`src/rtl/core/cie_pkg.sv`:
```
// Shared types and codes of the cumulative incidence unit.
// Used by cie_smalldiv and cumulative_incidence_euler_unit; depends on nothing.
package cie_pkg;

	localparam int CfgIndexWidth = 2;
	localparam int CfgDataWidth  = 3;

	localparam logic [CfgIndexWidth-1:0] CFG_CAUSE_INDEX     = 2'd0;
	localparam logic [CfgIndexWidth-1:0] CFG_INDEX_FROM_ONE  = 2'd1;
	localparam logic [CfgIndexWidth-1:0] CFG_MISSING_AS_ZERO = 2'd2;

	localparam logic [1:0] ERR_OK         = 2'd0;
	localparam logic [1:0] ERR_BAD_DT     = 2'd1;
	localparam logic [1:0] ERR_NEG_HAZARD = 2'd2;
	localparam logic [1:0] ERR_CAUSE      = 2'd3;

	// Series length of the fractional exponential and integer part limit.
	localparam int          ExpTerms = 16;
	localparam logic [15:0] ExpIntLimit = 16'd23;

	typedef enum logic [3:0] {
		ST_IDLE,
		ST_CHECK,
		ST_TERM_SET,
		ST_MUL,
		ST_DIV_START,
		ST_DIV,
		ST_TERM_ACC,
		ST_FRAC_END,
		ST_E1_USE,
		ST_EXP_START,
		ST_POW,
		ST_POW_USE,
		ST_P_SET,
		ST_P_USE,
		ST_I_USE,
		ST_Q_USE
	} st_t;

	typedef struct packed {
		logic        start;
		logic [32:0] dividend;
		logic [4:0]  divisor;
	} div_req_t;

	typedef struct packed {
		logic        done;
		logic [32:0] quotient;
	} div_rsp_t;

endpackage

```
`src/rtl/core/cie_smalldiv.sv`:
```
// Divider of a 33-bit value by a 5-bit divisor, eight quotient bits a cycle.
// Depends on cie_pkg for the request and response structs.
module cie_smalldiv (
	input  logic               clk,
	input  logic               arst_n,
	input  cie_pkg::div_req_t  req,
	output cie_pkg::div_rsp_t  rsp
);

	localparam int PadWidth = 40;

	logic [PadWidth-1:0] buf_q;
	logic [PadWidth-1:0] quot_q;
	logic [4:0]          rem_q;
	logic [4:0]          div_q;
	logic [2:0]          cnt_q;
	logic                active_q;
	logic                done_q;
	logic [4:0]          rem_c;
	logic [7:0]          qbits_c;

	always_comb begin
		logic [5:0] r6;
		rem_c   = rem_q;
		qbits_c = '0;
		for (int i = 0; i < 8; i++) begin
			r6 = {rem_c, buf_q[PadWidth-1-i]};
			if (r6 >= {1'b0, div_q}) begin
				r6 = r6 - {1'b0, div_q};
				qbits_c[7-i] = 1'b1;
			end
			rem_c = r6[4:0];
		end
	end

	always_ff @(posedge clk or negedge arst_n) begin
		if (!arst_n) begin
			active_q <= 1'b0;
			done_q   <= 1'b0;
			cnt_q    <= '0;
		end else begin
			done_q <= 1'b0;
			if (req.start) begin
				active_q <= 1'b1;
				cnt_q    <= '0;
			end else if (active_q) begin
				cnt_q <= cnt_q + 3'd1;
				if (cnt_q == 3'd4) begin
					active_q <= 1'b0;
					done_q   <= 1'b1;
				end
			end
		end
	end

	always_ff @(posedge clk) begin
		if (req.start) begin
			buf_q  <= {7'b0, req.dividend};
			div_q  <= req.divisor;
			rem_q  <= '0;
			quot_q <= '0;
		end else if (active_q) begin
			buf_q  <= {buf_q[PadWidth-9:0], 8'b0};
			rem_q  <= rem_c;
			quot_q <= {quot_q[PadWidth-9:0], qbits_c};
		end
	end

	assign rsp.done     = done_q;
	assign rsp.quotient = quot_q[32:0];

endmodule

```
`src/rtl/core/cumulative_incidence_euler_unit.sv`:
```
// Top level of the cumulative incidence unit: sequencer around one shared multiplier.
// Depends on cie_pkg and cie_smalldiv.
//
//  channel | signals                        | transfer when
//  --------+--------------------------------+----------------------------
//  config  | cfg_write cfg_index cfg_data   | cfg_write high
//  input   | in_valid in_stall + row fields | in_valid high, in_stall low
//  output  | out_valid out_stall + results  | out_valid high, out_stall low
//
// An error row or a poisoned row finishes in check. A computed row with n (integer
// part of -log survival) below 23 sums sixteen series terms (setup, multiply, divide
// wait) and raises e^-1 to the power n; when n is 23 or more it skips both.
// Every row returns to idle. The first computed row after reset also computes the e^-1
// factor. in_stall is low only in idle; a finished row waits while the output register
// is held under out_stall.
module cumulative_incidence_euler_unit #(
	parameter int NUM_CAUSES = 4,
	parameter int FRAC_BITS  = 16
) (
	input  logic                              clk,
	input  logic                              arst_n,
	input  logic                              cfg_write,
	input  logic [cie_pkg::CfgIndexWidth-1:0] cfg_index,
	input  logic [cie_pkg::CfgDataWidth-1:0]  cfg_data,
	input  logic                              in_valid,
	output logic                              in_stall,
	input  logic [31:0]                       subject_id,
	input  logic signed [31:0]                interval_length,
	input  logic                              interval_missing,
	input  logic signed [31:0]                hazard_a,
	input  logic signed [31:0]                hazard_b,
	input  logic signed [31:0]                hazard_c,
	input  logic signed [31:0]                hazard_d,
	input  logic [3:0]                        hazard_missing,
	output logic                              out_valid,
	input  logic                              out_stall,
	output logic [31:0]                       incidence,
	output logic                              incidence_missing,
	output logic [1:0]                        error_code
);

	localparam int          NCols = (NUM_CAUSES < 4) ? NUM_CAUSES : 4;
	localparam int          ShP   = 2 * FRAC_BITS - 31;
	localparam int          ShQ   = 2 * FRAC_BITS - 32;
	localparam logic [63:0] CapP  = 64'hFFFF_FFFF;
	localparam logic [63:0] CapQ  = 64'h0000_8000_0000_0000;
	localparam logic [47:0] LogCap = 48'h8000_0000_0000;
	localparam logic [32:0] OneQ32 = 33'h1_0000_0000;

	function automatic logic [63:0] rescale(input logic [63:0] p, input int sh,
		input logic [63:0] cap);
		logic [63:0] v;
		if (sh >= 0) begin
			v = p >> sh;
		end else begin
			if ((p >> (64 + sh)) != 64'd0) return cap;
			v = p << (-sh);
		end
		return (v > cap) ? cap : v;
	endfunction

	cie_pkg::st_t state_q, state_d;
	cie_pkg::st_t ret_q;

	// configuration
	logic [2:0] cause_q;
	logic       from_one_q;
	logic       maz_q;

	// subject state
	logic [31:0] last_q;
	logic        first_q;
	logic [47:0] mag_q;
	logic [31:0] inc_q;
	logic        poison_q;
	logic        e1_valid_q;

	// row and working registers
	logic [31:0] id_q;
	logic [30:0] dt_q;
	logic        interval_neg_q;
	logic        dtmiss_q;
	logic [31:0] haz_q [4];
	logic [3:0]  hmiss_q;
	logic [30:0] hc_q;
	logic [32:0] hsum_q;
	logic [33:0] ma_q, mb_q;
	logic [67:0] prod_q;
	logic [31:0] f_q;
	logic [32:0] t_q;
	logic signed [35:0] s_q;
	logic [4:0]  k_q;
	logic        mode_e1_q;
	logic [32:0] r_q;
	logic [32:0] e1_q;
	logic [4:0]  cnt_q;
	logic        out_valid_q;
	logic [31:0] out_inc_q;
	logic        out_miss_q;
	logic [1:0]  out_err_q;

	cie_pkg::div_req_t div_req;
	cie_pkg::div_rsp_t div_rsp;

	logic        accept;
	logic        newsub_c;
	logic        any_miss_c;
	logic        neg_c;
	logic [2:0]  tgt_c;
	logic        tgt_bad_c;
	logic [1:0]  err_c;
	logic        poison_c;
	logic [30:0] hc_c;
	logic [32:0] hsum_c;
	logic [32:0] s_clamp_c;
	logic [63:0] p_wide_c;
	logic [63:0] q_wide_c;
	logic [31:0] p_c;
	logic [32:0] inc_sum_c;
	logic [47:0] q_c;
	logic        finish_c;
	logic        load_out;

	assign accept = in_valid && !in_stall;

	always_comb begin
		if (from_one_q) begin
			tgt_c     = cause_q - 3'd1;
			tgt_bad_c = (cause_q == 3'd0) || (32'(tgt_c) >= NCols);
		end else begin
			tgt_c     = cause_q;
			tgt_bad_c = 32'(tgt_c) >= NCols;
		end
		any_miss_c = 1'b0;
		neg_c      = 1'b0;
		hc_c       = '0;
		hsum_c     = '0;
		for (int j = 0; j < NCols; j++) begin
			if (hmiss_q[j]) begin
				any_miss_c = 1'b1;
			end else begin
				neg_c  = neg_c | haz_q[j][31];
				hsum_c = hsum_c + {2'b0, haz_q[j][30:0]};
				if (32'(tgt_c) == j) hc_c = haz_q[j][30:0];
			end
		end
		priority if (tgt_bad_c)                    err_c = cie_pkg::ERR_CAUSE;
		else if (dtmiss_q || interval_neg_q)       err_c = cie_pkg::ERR_BAD_DT;
		else if (neg_c)                            err_c = cie_pkg::ERR_NEG_HAZARD;
		else                                       err_c = cie_pkg::ERR_OK;
		newsub_c = first_q || (id_q != last_q);
		poison_c = (newsub_c ? 1'b0 : poison_q) | (any_miss_c & !maz_q);
	end

	always_comb begin
		if (s_q < 0)                            s_clamp_c = '0;
		else if (s_q > $signed({3'b0, OneQ32})) s_clamp_c = OneQ32;
		else                                    s_clamp_c = s_q[32:0];
		p_wide_c  = rescale(prod_q[63:0], ShP, CapP);
		q_wide_c  = rescale(prod_q[63:0], ShQ, CapQ);
		p_c       = p_wide_c[31:0];
		q_c       = q_wide_c[47:0];
		inc_sum_c = {1'b0, inc_q} + {1'b0, prod_q[63:32]};
	end

	// next state
	always_comb begin
		state_d  = state_q;
		finish_c = 1'b0;
		div_req.start    = 1'b0;
		div_req.dividend = prod_q[64:32];
		div_req.divisor  = k_q;
		unique case (state_q)
			cie_pkg::ST_IDLE: if (accept) state_d = cie_pkg::ST_CHECK;
			cie_pkg::ST_CHECK: begin
				if (err_c != cie_pkg::ERR_OK || poison_c) begin
					finish_c = 1'b1;
				end else if (!e1_valid_q) begin
					state_d = cie_pkg::ST_TERM_SET;
				end else begin
					state_d = cie_pkg::ST_EXP_START;
				end
			end
			cie_pkg::ST_TERM_SET: state_d = cie_pkg::ST_MUL;
			cie_pkg::ST_MUL: state_d = ret_q;
			cie_pkg::ST_DIV_START: begin
				div_req.start = 1'b1;
				state_d = cie_pkg::ST_DIV;
			end
			cie_pkg::ST_DIV: if (div_rsp.done) state_d = cie_pkg::ST_TERM_ACC;
			cie_pkg::ST_TERM_ACC: begin
				state_d = (32'(k_q) == cie_pkg::ExpTerms) ? cie_pkg::ST_FRAC_END
					: cie_pkg::ST_TERM_SET;
			end
			cie_pkg::ST_FRAC_END: state_d = mode_e1_q ? cie_pkg::ST_MUL : cie_pkg::ST_POW;
			cie_pkg::ST_E1_USE: state_d = cie_pkg::ST_EXP_START;
			cie_pkg::ST_EXP_START: begin
				state_d = (mag_q[47:32] >= cie_pkg::ExpIntLimit) ? cie_pkg::ST_P_SET
					: cie_pkg::ST_TERM_SET;
			end
			cie_pkg::ST_POW: state_d = (cnt_q == 5'd0) ? cie_pkg::ST_P_SET : cie_pkg::ST_MUL;
			cie_pkg::ST_POW_USE: state_d = cie_pkg::ST_POW;
			cie_pkg::ST_P_SET: state_d = cie_pkg::ST_MUL;
			cie_pkg::ST_P_USE: state_d = cie_pkg::ST_MUL;
			cie_pkg::ST_I_USE: state_d = cie_pkg::ST_MUL;
			cie_pkg::ST_Q_USE: finish_c = 1'b1;
			default: state_d = cie_pkg::ST_IDLE;
		endcase
		// hold the finished row until the output register is free
		if (finish_c) state_d = load_out ? cie_pkg::ST_IDLE : state_q;
	end

	assign load_out = (!out_valid_q || !out_stall)
		&& (state_q == cie_pkg::ST_Q_USE || (state_q == cie_pkg::ST_CHECK
		&& (err_c != cie_pkg::ERR_OK || poison_c)));
	assign in_stall = state_q != cie_pkg::ST_IDLE;

	cie_smalldiv u_div (
		.clk    (clk),
		.arst_n (arst_n),
		.req    (div_req),
		.rsp    (div_rsp)
	);

	always_ff @(posedge clk or negedge arst_n) begin
		if (!arst_n) begin
			state_q <= cie_pkg::ST_IDLE;
		end else begin
			state_q <= state_d;
		end
	end

	// configuration, subject state and output valid
	always_ff @(posedge clk or negedge arst_n) begin
		if (!arst_n) begin
			cause_q     <= 3'd1;
			from_one_q  <= 1'b1;
			maz_q       <= 1'b0;
			last_q      <= '0;
			first_q     <= 1'b1;
			mag_q       <= '0;
			inc_q       <= '0;
			poison_q    <= 1'b0;
			e1_valid_q  <= 1'b0;
			out_valid_q <= 1'b0;
		end else begin
			if (cfg_write) begin
				unique case (cfg_index)
					cie_pkg::CFG_CAUSE_INDEX:     cause_q    <= cfg_data;
					cie_pkg::CFG_INDEX_FROM_ONE:  from_one_q <= cfg_data[0];
					cie_pkg::CFG_MISSING_AS_ZERO: maz_q      <= cfg_data[0];
					default: ;
				endcase
			end
			if (state_q == cie_pkg::ST_CHECK && err_c == cie_pkg::ERR_OK && load_out
				|| state_q == cie_pkg::ST_CHECK && err_c == cie_pkg::ERR_OK && !poison_c) begin
				if (newsub_c) begin
					last_q  <= id_q;
					first_q <= 1'b0;
					mag_q   <= '0;
					inc_q   <= '0;
				end
				poison_q <= poison_c;
			end
			if (state_q == cie_pkg::ST_E1_USE) e1_valid_q <= 1'b1;
			if (state_q == cie_pkg::ST_I_USE) begin
				inc_q <= inc_sum_c[32] ? 32'hFFFF_FFFF : inc_sum_c[31:0];
			end
			if (state_q == cie_pkg::ST_Q_USE && load_out) begin
				mag_q <= (q_c >= LogCap - mag_q) ? LogCap : mag_q + q_c;
			end
			if (load_out)            out_valid_q <= 1'b1;
			else if (!out_stall)     out_valid_q <= 1'b0;
		end
	end

	// datapath
	always_ff @(posedge clk) begin
		if (accept) begin
			id_q           <= subject_id;
			dt_q           <= interval_length[30:0];
			interval_neg_q <= interval_length[31];
			dtmiss_q       <= interval_missing;
			haz_q[0]       <= hazard_a;
			haz_q[1]       <= hazard_b;
			haz_q[2]       <= hazard_c;
			haz_q[3]       <= hazard_d;
			hmiss_q        <= hazard_missing;
		end
		unique case (state_q)
			cie_pkg::ST_CHECK: begin
				hc_q      <= hc_c;
				hsum_q    <= hsum_c;
				f_q       <= 32'h8000_0000;
				t_q       <= OneQ32;
				s_q       <= $signed({3'b0, OneQ32});
				k_q       <= 5'd1;
				mode_e1_q <= 1'b1;
				ret_q     <= cie_pkg::ST_DIV_START;
			end
			cie_pkg::ST_TERM_SET: begin
				ma_q  <= {1'b0, t_q};
				mb_q  <= {2'b0, f_q};
				ret_q <= cie_pkg::ST_DIV_START;
			end
			cie_pkg::ST_MUL: prod_q <= ma_q * mb_q;
			cie_pkg::ST_DIV: if (div_rsp.done) t_q <= div_rsp.quotient;
			cie_pkg::ST_TERM_ACC: begin
				if (k_q[0]) s_q <= s_q - $signed({3'b0, t_q});
				else        s_q <= s_q + $signed({3'b0, t_q});
				k_q <= k_q + 5'd1;
			end
			cie_pkg::ST_FRAC_END: begin
				r_q   <= s_clamp_c;
				ma_q  <= {1'b0, s_clamp_c};
				mb_q  <= {1'b0, s_clamp_c};
				ret_q <= cie_pkg::ST_E1_USE;
			end
			cie_pkg::ST_E1_USE: e1_q <= prod_q[64:32];
			cie_pkg::ST_EXP_START: begin
				if (mag_q[47:32] >= cie_pkg::ExpIntLimit) r_q <= '0;
				f_q       <= mag_q[31:0];
				t_q       <= OneQ32;
				s_q       <= $signed({3'b0, OneQ32});
				k_q       <= 5'd1;
				mode_e1_q <= 1'b0;
				cnt_q     <= mag_q[36:32];
			end
			cie_pkg::ST_POW: begin
				ma_q  <= {1'b0, r_q};
				mb_q  <= {1'b0, e1_q};
				ret_q <= cie_pkg::ST_POW_USE;
			end
			cie_pkg::ST_POW_USE: begin
				r_q   <= prod_q[64:32];
				cnt_q <= cnt_q - 5'd1;
			end
			cie_pkg::ST_P_SET: begin
				ma_q  <= {3'b0, hc_q};
				mb_q  <= {3'b0, dt_q};
				ret_q <= cie_pkg::ST_P_USE;
			end
			cie_pkg::ST_P_USE: begin
				ma_q  <= {1'b0, r_q};
				mb_q  <= {2'b0, p_c};
				ret_q <= cie_pkg::ST_I_USE;
			end
			cie_pkg::ST_I_USE: begin
				ma_q  <= {1'b0, hsum_q};
				mb_q  <= {3'b0, dt_q};
				ret_q <= cie_pkg::ST_Q_USE;
			end
			default: ;
		endcase
		if (load_out) begin
			if (state_q == cie_pkg::ST_Q_USE) begin
				out_inc_q  <= inc_q;
				out_miss_q <= 1'b0;
				out_err_q  <= cie_pkg::ERR_OK;
			end else begin
				out_inc_q  <= '0;
				out_miss_q <= 1'b1;
				out_err_q  <= err_c;
			end
		end
	end

	assign out_valid         = out_valid_q;
	assign incidence         = out_inc_q;
	assign incidence_missing = out_miss_q;
	assign error_code        = out_err_q;

endmodule
```
`config.mk`:
```
export PLATFORM = sky130hd
export DESIGN_NAME = cumulative_incidence_euler_unit
export DESIGN_NICKNAME = d
export VERILOG_FILES = /design/src/rtl/core/cie_pkg.sv /design/src/rtl/core/cie_smalldiv.sv /design/src/rtl/core/cumulative_incidence_euler_unit.sv
export SDC_FILE = /design/constraint.sdc
export NUM_CORES = 2
export LEC_CHECK = 0
export BUFFER_PORTS_ARGS = -buffer_cell sky130_fd_sc_hd__buf_2
export CAP_MARGIN = 20
export CORE_MARGIN = 4
export CORE_UTILIZATION = 55
export CTS_BUF_LIST = sky130_fd_sc_hd__clkbuf_8 sky130_fd_sc_hd__clkbuf_16
export DETAILED_ROUTE_END_ITERATION = 6
export GPL_TIMING_DRIVEN = 0
export PLACE_DENSITY = 0.77
export SYNTH_ARGS = -nofsm -noshare
export SYNTH_HDL_FRONTEND = slang
export SYNTH_SLANG_ARGS = --single-unit
```
`constraint.sdc`:
```
create_clock -name clk -period 18.1 [get_ports clk]
set_input_delay 3.62 -clock clk [delete_from_list [all_inputs] [get_ports clk]]
set_output_delay 3.62 -clock clk [all_outputs]
set_load 0.03 [all_outputs]
```
==> flow_metrics.env <==
export IMPL_area_growth_pct=8.659
export IMPL_synth_area_leaders="edfxtp_1 24%, fa_1 24%, ha_1 9.2%, inv_1 5.3%, nand2_1 5.2%"
export IMPL_vias_per_cell=6.156
export IMPL_vdd_drop_max_uv=83.54
export IMPL_hp_class="reg2reg"
export IMPL_setup_slack_ns=1.141
export IMPL_die_h_um=394.8
export IMPL_max_cap_violations=0
export IMPL_num_rows=141
export IMPL_r2r_start="u_div.div_q[0]"
export IMPL_start_kind="register"
export IMPL_hold_violations=0
export IMPL_fin_crit_sh_pct=93.69
export IMPL_yosysTopAreaCell="edfxtp_1"
export IMPL_rr_worst_depth=68
export IMPL_setup_violations=0
export IMPL_period_needed_ns=16.96
export IMPL_tightest_slew_ns=1.365
export IMPL_final_cell_mix="1184 x inv_1, 1131 x nand2_1, 970 x fa_1"
export IMPL_drtPass1Iterations=7
export IMPL_finalPower_mw=3.923
export IMPL_gp_congestion=1.038
export IMPL_final_setup_skew_ns=0.04280
export IMPL_top_layer="met5"
export IMPL_fp_dieArea_um2=155900
export IMPL_critPathCaptureType="register"
export IMPL_ant_nets=0
export IMPL_synth_edf_count=647
export IMPL_start_util_pct=55.54
export IMPL_run_status="finished with violations"
export IMPL_grt_pass1_vias=65730
export IMPL_final_nets=10530
export IMPL_drt_met1_wl_um=112200
export IMPL_num_vias=66290
export IMPL_yosysWarnings=0
export IMPL_port_buffers=243
export IMPL_cts_hold_buf=0
export IMPL_clk_pin_slew_ns=0.06
export IMPL_violations="DRC"
export IMPL_r2r_setup_slack_ns=1.14
export IMPL_reg2reg_to="u_div.rem_q[1]"
export IMPL_finalMaxSlewViolations=0
export IMPL_synth_fp_nets=10160
export IMPL_wl_met3_um=33170
export IMPL_overflow=0
export IMPL_grt_pass1_wl_um=426900
export IMPL_drt_iter0_markers=7821
export IMPL_placed_cell_area_um2=86420
export IMPL_cp_required_ns=18.67
export IMPL_fmax_mhz=58.97
export IMPL_cts_sinks=822
export IMPL_crit_slowest_cell="edfxtp_1"
export IMPL_cts_tree="built"
export IMPL_drc=16
export IMPL_die_x_um=394.8
export IMPL_synth_cell_types=96
export IMPL_power_density_nw_per_um2=43.86
export IMPL_relSlewSlack_pct=9.005
export IMPL_critPathTopFamily="compound AO/OA/AOI/OAI gates"
export IMPL_wl_per_cell_um=27.11
export IMPL_synthesis_area_um2=82310
export IMPL_clk_latency_ns=0.72
export IMPL_cts_max_path_buffers=3
export IMPL_pin_count=244
export IMPL_synthArstFlopShare_pct=15.82
export IMPL_critPathMaxFanout=10
export IMPL_crit_path_start="u_div.div_q[0]"
export IMPL_whs_ns=0.4960
export IMPL_hpwl_um=238400
export IMPL_design_area_um2=89430
export IMPL_grt_max_degree=86
export IMPL_synthCells=8382
export IMPL_power_leakage_nw=42.48
export IMPL_core_area_um2=148200
export IMPL_critPathKind="reg2reg"
export IMPL_place_ws_ns=0.2115
export IMPL_drive_above_1_share_pct=6.157
export IMPL_dr_wl_met2_um=127500
export IMPL_final_common_cell="inv_1"
export IMPL_synthFlopType="edfxtp_1"
export IMPL_critPathBufInv=7
export IMPL_antenna_found_initial=33
export IMPL_routed_wl_um=291900
export IMPL_synth_top_cell_area_share_pct=23.61
export IMPL_hold_depth=2
export IMPL_grt_total_usage_pct=37.19
export IMPL_hp_start="u_div.quot_q[30]"
export IMPL_min_to="u_div.quot_q[30]"
export IMPL_synth_seq_cells=822
export IMPL_ys_seq_area_share_pct=28.66
export IMPL_htreeDepth=3
export IMPL_cts_made_buffers=86
export IMPL_postSynthAreaPerCell_um2=9.819
export IMPL_max_stage_delay_ns=0.65
export IMPL_final_util_pct=60.35
export IMPL_cp_arrival_ns=17.53
export IMPL_clock_root_buffer="clkbuf_16"
==> what timing repair did <==
item                                   4_1_cts  5_1_grt
setup endpoints to repair                    0        6
gates resized for setup                      0        4
setup buffers                                0        2
endpoints found under the hold margin        0        0
==> layer usage <==
layer / vias up / GRT usage [%]
met5: - / 0
met3: 842 / 9.256
met1: 32800 / 49.56
li1: 28610 / -
met2: 4033 / 56.30
met4: 12 / 19.81
==> area by class of cell <==
class / instances / area [µm²]
fillers: 12410 / 58760
multi-input cells: 6002 / 52960
flip-flops and latches: 822 / 23590
inverters: 1171 / 4395
well taps: 1930 / 2415
clock buffers: 89 / 2193
repair buffers: 277 / 1728
plain buffers: 387 / 1465
clock inverters: 71 / 643.1
diodes: 20 / 50.05
==> worst register-to-register path, delay by kind of cell (launching register included) <==
| kind | cells | cell delay (ns) |
|---|---|---|
| adder cells (fa/ha/maj) | 9 | 3.12 |
| multiplexers | 7 | 2.52 |
| AO/OA/AOI/OAI | 30 | 6.91 |
| AND/OR/NAND/NOR | 15 | 2.93 |
| buffers and inverters | 7 | 0.69 |
| flip-flops | 1 | 0.65 |
==> per-stage QoR <==
stage	setup TNS (ns)	cells
5_1_grt	-0.004349	10750
2_1_floorplan	0	8382
3_5_place_dp	0	10580
4_1_cts	0	10740
6_report	0	10770
3_3_place_gp	0	10560
==> power breakdown <==
group	internal [mW]	switching, mW	leakage, nW
Sequential	2.03	0.00177	7.55
Combinational	0.0375	0.0657	33.5
Clock	0.981	0.810	1.43
==> cells in the mapped netlist (67+ instances only) <==
cell and count:
a21o_1 168, a21oi_1 353, a31oi_1 84, and2_1 458, and3_1 67, clkbuf_1 373, dfrtp_1 127, edfxtp_1 647
fa_1 970, ha_1 603, inv_1 1169, mux2_2 69, nand2_1 1131, nor2_1 403, nor2b_1 103, o21ai_0 276
xnor2_1 190, xor2_1 171
==> cell families (layout without fill, tap and decap cells) <==
| kind of cell | after synthesis | count (layout) | share of synthesized area [%] |
|---|---|---|---|
| AND/OR/NAND/NOR | 2552 | 2552 | 14.74 |
| adder cells (fa/ha/maj) | 1574 | 1574 | 32.77 |
| buffers and inverters | 1558 | 1995 | 7.119 |
| AO/OA/AOI/OAI | 1395 | 1395 | 11.30 |
| flip-flops | 822 | 822 | 28.66 |
| XOR/XNOR | 361 | 361 | 3.842 |
| multiplexers | 120 | 120 | 1.564 |
| other | 0 | 20 | 0 |
==> state kept, by name (all words and copies together), names as in the netlist, 33 cells and up <==
register      flops
mb_q             33
haz_q           128
e1_q             33
mag_q            48
hsum_q           33
r_q              33
t_q              33
ma_q             33
u_div.buf_q      40
prod_q           65
s_q              36
u_div.quot_q     33
==> worst max-delay path by stage <==
stage | slack (ns) | cells after the start | end
global placement | 0.41 | 62 | u_div.rem_q[1]
detailed placement | 0.21 | 62 | u_div.rem_q[1]
finish | 1.14 | 68 | u_div.rem_q[1]
global route | -0.004 | 68 | u_div.rem_q[1]
floorplan | 3.23 | 66 | u_div.rem_q[2]
CTS | 0.12 | 62 | u_div.rem_q[1]
(Power assumes the default switching activity.)
